**config.mk**
```make
export PLATFORM = sky130hd
export DESIGN_NAME = utf8_lenient_decoder
export DESIGN_NICKNAME = d
export VERILOG_FILES = /design/src/rtl/utf8ld_pkg.sv /design/src/rtl/utf8_lenient_decoder.sv
export SDC_FILE = /design/constraint.sdc
export NUM_CORES = 1
export LEC_CHECK = 0
export ABC_AREA = 1
export BUFFER_PORTS_ARGS = -buffer_cell sky130_fd_sc_hd__buf_2
export CORE_AREA = 2 2 75 77
export CTS_CLUSTER_DIAMETER = 40
export DETAILED_ROUTE_END_ITERATION = 10
export DIE_AREA = 0 0 77 79
export PLACE_DENSITY = 0.81
export SYNTH_ARGS = -nofsm -noshare
export SYNTH_HDL_FRONTEND = slang
export SYNTH_SLANG_ARGS = --single-unit
```
**constraint.sdc**
```tcl
create_clock -name clk -period 2.68 [get_ports clk]
set_input_delay 0.268 -clock clk [delete_from_list [all_inputs] [get_ports clk]]
set_output_delay 0.268 -clock clk [all_outputs]
set_load 0.005 [all_outputs]
```
**src/rtl/utf8ld_pkg.sv**
```systemverilog
// Constants shared by the lenient UTF-8 decoder.
// Has no dependencies; the top level imports it.
`default_nettype none

package utf8ld_pkg;

    localparam int unsigned CP_W    = 31;
    localparam int unsigned COUNT_W = 3;

    typedef logic [CP_W-1:0]    code_point_t;
    typedef logic [COUNT_W-1:0] count_t;

    localparam logic [7:0]  CONT_TAG_MASK = 8'hC0;
    localparam logic [7:0]  CONT_TAG      = 8'h80;
    localparam code_point_t BOM_CODE      = 31'h0000FEFF;
    localparam count_t      MAX_REMAINING = 3'd5;

endpackage

`default_nettype wire

```
**src/rtl/utf8_lenient_decoder.sv**
```systemverilog
// Lenient UTF-8 byte stream decoder with a registered result stage.
// Depends on utf8ld_pkg for widths and byte class constants.
//
// Channel | Beat fields            | Handshake
// --------+------------------------+----------------------
// input   | in_byte, end_of_input  | in_valid / in_ready
// output  | code_point, is_end     | out_valid / out_ready
//
// One beat per cycle when in_ready is high; results show the cycle after.
// The sequence count and accumulator update in the cycle the beat is taken.
// Reset clears the sequence state and the result valid flag.
// in_ready drops only while a result is held and out_ready is low.
`default_nettype none

module utf8_lenient_decoder
    import utf8ld_pkg::*;
(
    input  wire logic        clk,
    input  wire logic        rst_n,
    input  wire logic        in_valid,
    output logic             in_ready,
    input  wire logic [7:0]  in_byte,
    input  wire logic        end_of_input,
    output logic             out_valid,
    input  wire logic        out_ready,
    output logic [30:0]      code_point,
    output logic             is_end
);

    count_t      remaining_reg;
    count_t      remaining_next;
    code_point_t acc_reg;
    code_point_t acc_next;
    logic        out_valid_reg;
    code_point_t code_point_reg;
    logic        is_end_reg;

    logic        in_accept;
    logic        emit;
    code_point_t emit_cp;
    logic        emit_end;
    code_point_t shifted;
    count_t      remaining_dec;
    logic        is_cont;

    assign in_ready      = !out_valid_reg || out_ready;
    assign in_accept     = in_valid && in_ready;
    assign shifted       = {acc_reg[CP_W-7:0], in_byte[5:0]};
    assign remaining_dec = remaining_reg - count_t'(1);
    assign is_cont       = (in_byte & CONT_TAG_MASK) == CONT_TAG;

    always_comb
    begin
        logic lead_path;
        lead_path      = 1'b0;
        remaining_next = remaining_reg;
        acc_next       = acc_reg;
        emit           = 1'b0;
        emit_cp        = '0;
        emit_end       = 1'b0;
        if (end_of_input)
        begin
            remaining_next = '0;
            acc_next       = '0;
            emit           = 1'b1;
            emit_end       = 1'b1;
        end
        else if (remaining_reg != '0 && is_cont)
        begin
            remaining_next = remaining_dec;
            acc_next       = shifted;
            if (remaining_dec == '0)
            begin
                acc_next = '0;
                if (shifted != BOM_CODE)
                begin
                    emit    = 1'b1;
                    emit_cp = shifted;
                end
            end
        end
        else
        begin
            remaining_next = '0;
            acc_next       = '0;
            lead_path      = 1'b1;
        end

        if (lead_path)
        begin
            unique case (in_byte) inside
                [8'h00:8'h7F]:
                begin
                    emit    = 1'b1;
                    emit_cp = code_point_t'(in_byte);
                end
                [8'hC0:8'hDF]:
                begin
                    remaining_next = 3'd1;
                    acc_next       = code_point_t'(in_byte[4:0]);
                end
                [8'hE0:8'hEF]:
                begin
                    remaining_next = 3'd2;
                    acc_next       = code_point_t'(in_byte[3:0]);
                end
                [8'hF0:8'hF7]:
                begin
                    remaining_next = 3'd3;
                    acc_next       = code_point_t'(in_byte[2:0]);
                end
                [8'hF8:8'hFB]:
                begin
                    remaining_next = 3'd4;
                    acc_next       = code_point_t'(in_byte[1:0]);
                end
                [8'hFC:8'hFD]:
                begin
                    remaining_next = MAX_REMAINING;
                    acc_next       = code_point_t'(in_byte[0]);
                end
                default:
                begin
                    remaining_next = '0;
                    acc_next       = '0;
                end
            endcase
        end
    end

    always_ff @(posedge clk or negedge rst_n)
    begin
        if (!rst_n)
        begin
            remaining_reg <= '0;
            acc_reg       <= '0;
            out_valid_reg <= 1'b0;
        end
        else
        begin
            if (in_accept)
            begin
                remaining_reg <= remaining_next;
                acc_reg       <= acc_next;
                out_valid_reg <= emit;
            end
            else if (out_ready)
            begin
                out_valid_reg <= 1'b0;
            end
        end
    end

    always_ff @(posedge clk)
    begin
        if (in_accept && emit)
        begin
            code_point_reg <= emit_cp;
            is_end_reg     <= emit_end;
        end
    end

    assign out_valid  = out_valid_reg;
    assign code_point = code_point_reg;
    assign is_end     = is_end_reg;

    a_count_range: assert property (@(posedge clk) disable iff (!rst_n)
        remaining_reg <= MAX_REMAINING)
        else $error("Continuation count is out of range.");

    a_end_result: assert property (@(posedge clk) disable iff (!rst_n)
        in_accept && end_of_input |=> out_valid_reg && is_end_reg)
        else $error("End of input did not produce an end result.");

    a_end_clears: assert property (@(posedge clk) disable iff (!rst_n)
        in_accept && end_of_input |=> remaining_reg == '0 && acc_reg == '0)
        else $error("End of input left a partial sequence.");

    a_end_zero: assert property (@(posedge clk) disable iff (!rst_n)
        out_valid_reg && is_end_reg |-> code_point_reg == '0)
        else $error("End result carries a nonzero code point.");

    a_idle_acc: assert property (@(posedge clk) disable iff (!rst_n)
        remaining_reg == '0 |-> acc_reg == '0)
        else $error("Accumulator is not clear between sequences.");

endmodule

`default_nettype wire
```
==> flow_metrics.tcl <==
set metrics [dict create \
    drive_above_1_share_pct 18.28 \
    synth_nets 330 \
    synth_ff_type "edfxtp_1" \
    worstMarginPinSlew_ns 0.6428 \
    drt_iter0_drc 214 \
    yosysMostFrequentCell "nand2_1" \
    via_count 2324 \
    start_util_pct 53.38 \
    min_to "is_end" \
    layout_min_cycle_time_ns 2.256 \
    ys.warnings.count 0 \
    synth_edf_count 32 \
    wl_um 5976 \
    cts_htree_levels 3 \
    grt_overflow 0 \
    pin_count 47 \
    tns_ns 0 \
    status "complete, no violations" \
    grt_use_total_pct 21.27 \
    ys_top_cells_by_area "edfxtp_1 (34%), dfrtp_1 (25%), nand2_1 (7.6%), nor2_1 (7.2%), inv_1 (5.9%)" \
    r2r_setup_slack_ns 0.42 \
    critPathMaxFanout 32 \
    areaGrowthSynthToFinish_pct 18.71 \
    n_fill_cell 454 \
    grt_start_max_net_pins 45 \
    cts-buffers-inserted 9 \
    synth_commonest_cells "nand2_1 (58), nor2_1 (55), inv_1 (45), edfxtp_1 (32), dfrtp_1 (29)" \
    hold_start "end_of_input" \
    fp.dieW_um 77 \
    first_pass_iters 4 \
    synth_top_area_share_pct 33.73 \
    ys_seq_elements 61 \
    path_clk_slew_ns 0.07 \
    cp.required_ns 2.67 \
    pre_cts_ws_ns 0.4272 \
    async_reset_ff_share_pct 47.54 \
    r2r_end "code_point[26]" \
    min_period_over_period_pct 84.18 \
    fin_nets 383 \
    largest_reg_flops 31 \
    power_density_nw_per_um2 666.8 \
    hpwlAfterDp_um 4246 \
    drv_slew 0 \
    ff2ff_path_depth 10 \
    portBuffers 46 \
    antenna_found_initial 0 \
    cts_root_buffer "clkbuf_8" \
    netlist_instances 314 \
    regToRegStartpoint "remaining_reg[0]" \
    start_kind "flop" \
    syn_area_per_cell_sq_um 9.073 \
    gp_congestion 0.8891 \
    rsz0062_at_grt "false" \
    fin_skew_ns 0.009028 \
    drv_cap 0 \
    rows 27 \
    syn_area_sq_um 2849 \
    grt_first_pass_wirelength_um 9860 \
    post_cts_buffers 0 \
    diodes 0 \
    drc 0 \
    max-vdd-ir-drop_mv 0.4012 \
    coreArea_sq_um 5338 \
    clock_path_buffers 2 \
    fmax_mhz 443.2 \
    whs_path_depth 1 \
    crit_arrival_ns 2.24 \
    grt_pass1_vias 2186 \
    design.die.area_sq_um 6083 \
    cts_tree "yes" \
    die_h_um 79 \
    yosys.area.top_type "edfxtp_1" \
    clock_sinks 61 \
    wire_per_inst_um 13.46 \
    hold_path.class "input pin to flop" \
    ys_seq_area_share_pct 59.20 \
    finalSetupViolCount 0 \
    crit_type "flop to flop" \
    crit_path_end_kind "flop" \
    hold_viol 0 \
    ys_types 28 \
    ant_nets 0 \
    utilization_pct 63.36 \
    fin_ws_ns 0.4239 \
    clkLatencyLatePin_ns 0.34 \
    p_leak_nw 1.532 \
    relSlewSlack_pct 57.14 \
    via_per_inst 5.234 \
]
cell usage in the layout, fill, tap and decap left out, drive strengths merged, types with 2 or more instances in the layout:
master	n
clkbuf	11
bufinv	3
nand3	26
clkinv	5
o21ai	20
a31oi	2
a21oi	8
o22ai	7
dfrtp	29
edfxtp	32
buf	48
nand4	7
ha	3
inv	46
nand2	59
nor2	58
timing repair:
item,in CTS,in global routing
gates resized for setup,0,0
hold buffers,1,0
endpoints found under the hold margin,29,0
worst max path at each step:
stage / startpoint / to / slack, ns
after floorplan: remaining_reg[0] / code_point[0] / 0.30
after global placement: remaining_reg[0] / code_point[22] / 0.54
after detailed placement: remaining_reg[0] / code_point[26] / 0.43
after CTS: remaining_reg[0] / code_point[26] / 0.41
after global routing: remaining_reg[0] / code_point[28] / 0.25
final: remaining_reg[0] / code_point[26] / 0.42
through the flow:
| stage | std cells | total power, W | hold slack, ns | area [sq um] |
|---|---|---|---|---|
| 6_report | 444 | 0.002255 | 0.2088 | 3382 |
| 5_1_grt | 444 | 0.002337 | 0.2037 | 3382 |
| 4_1_cts | 444 | 0.002268 | 0.1880 | 3382 |
| 3_5_place_dp | 427 | 0.001312 | 0.3171 | 3142 |
| 3_3_place_gp | 427 | 0.001302 | 0.3219 | 3142 |
| 2_1_floorplan | 314 | 0.001218 | -0.02759 | 2849 |
where the power goes:
part / internal [W] / leakage [nW] / switching, W
combinational: 0.0000716 / 0.712 / 0.000161
clock: 0.000614 / 0.115 / 0.000345
sequential: 0.00104 / 0.705 / 0.0000226
total: 0.00173 / 1.53 / 0.000528
cell families after synthesis:
group | share of synthesized area (%)
buffers and inverters | 7.948
DFF | 59.20
AOI/OAI and AO/OA | 8.301
and+or+nand+nor | 23.23
adders and majority gates | 1.318
worst max-delay path, cell delays in order, from the launching register on:
cell,delay (ns)
dfrtp_1,0.37
inv_1,0.06
ha_1,0.19
ha_1,0.28
nand2_1,0.13
inv_1,0.20
nand3_1,0.12
nand2_1,0.07
nand2_1,0.06
inv_1,0.05
buf_4,0.35
area by class of cell:
class                           count  area, sq um  area share, %
Clock buffer                       11        131.4          3.885
Clock inverter                      5        98.84          2.923
Inverter                           49        183.9          5.438
Multi-Input combinational cell    197        935.9          27.67
Sequential cell                    61         1687          49.87
Tap cell                           72        90.09          2.664
Timing Repair Buffer               49        255.2          7.547
metal layers:
metal | global-route usage (%) | vias up | wire length [um]
li1 | - | 1137 | -
met1 | 25.80 | 1070 | 2485
met2 | 33.86 | 92 | 2851
met3 | 6.705 | 25 | 417
met4 | 12.14 | 0 | 222
met5 | 0 | - | 0
Power figures use the tool's default switching activity.
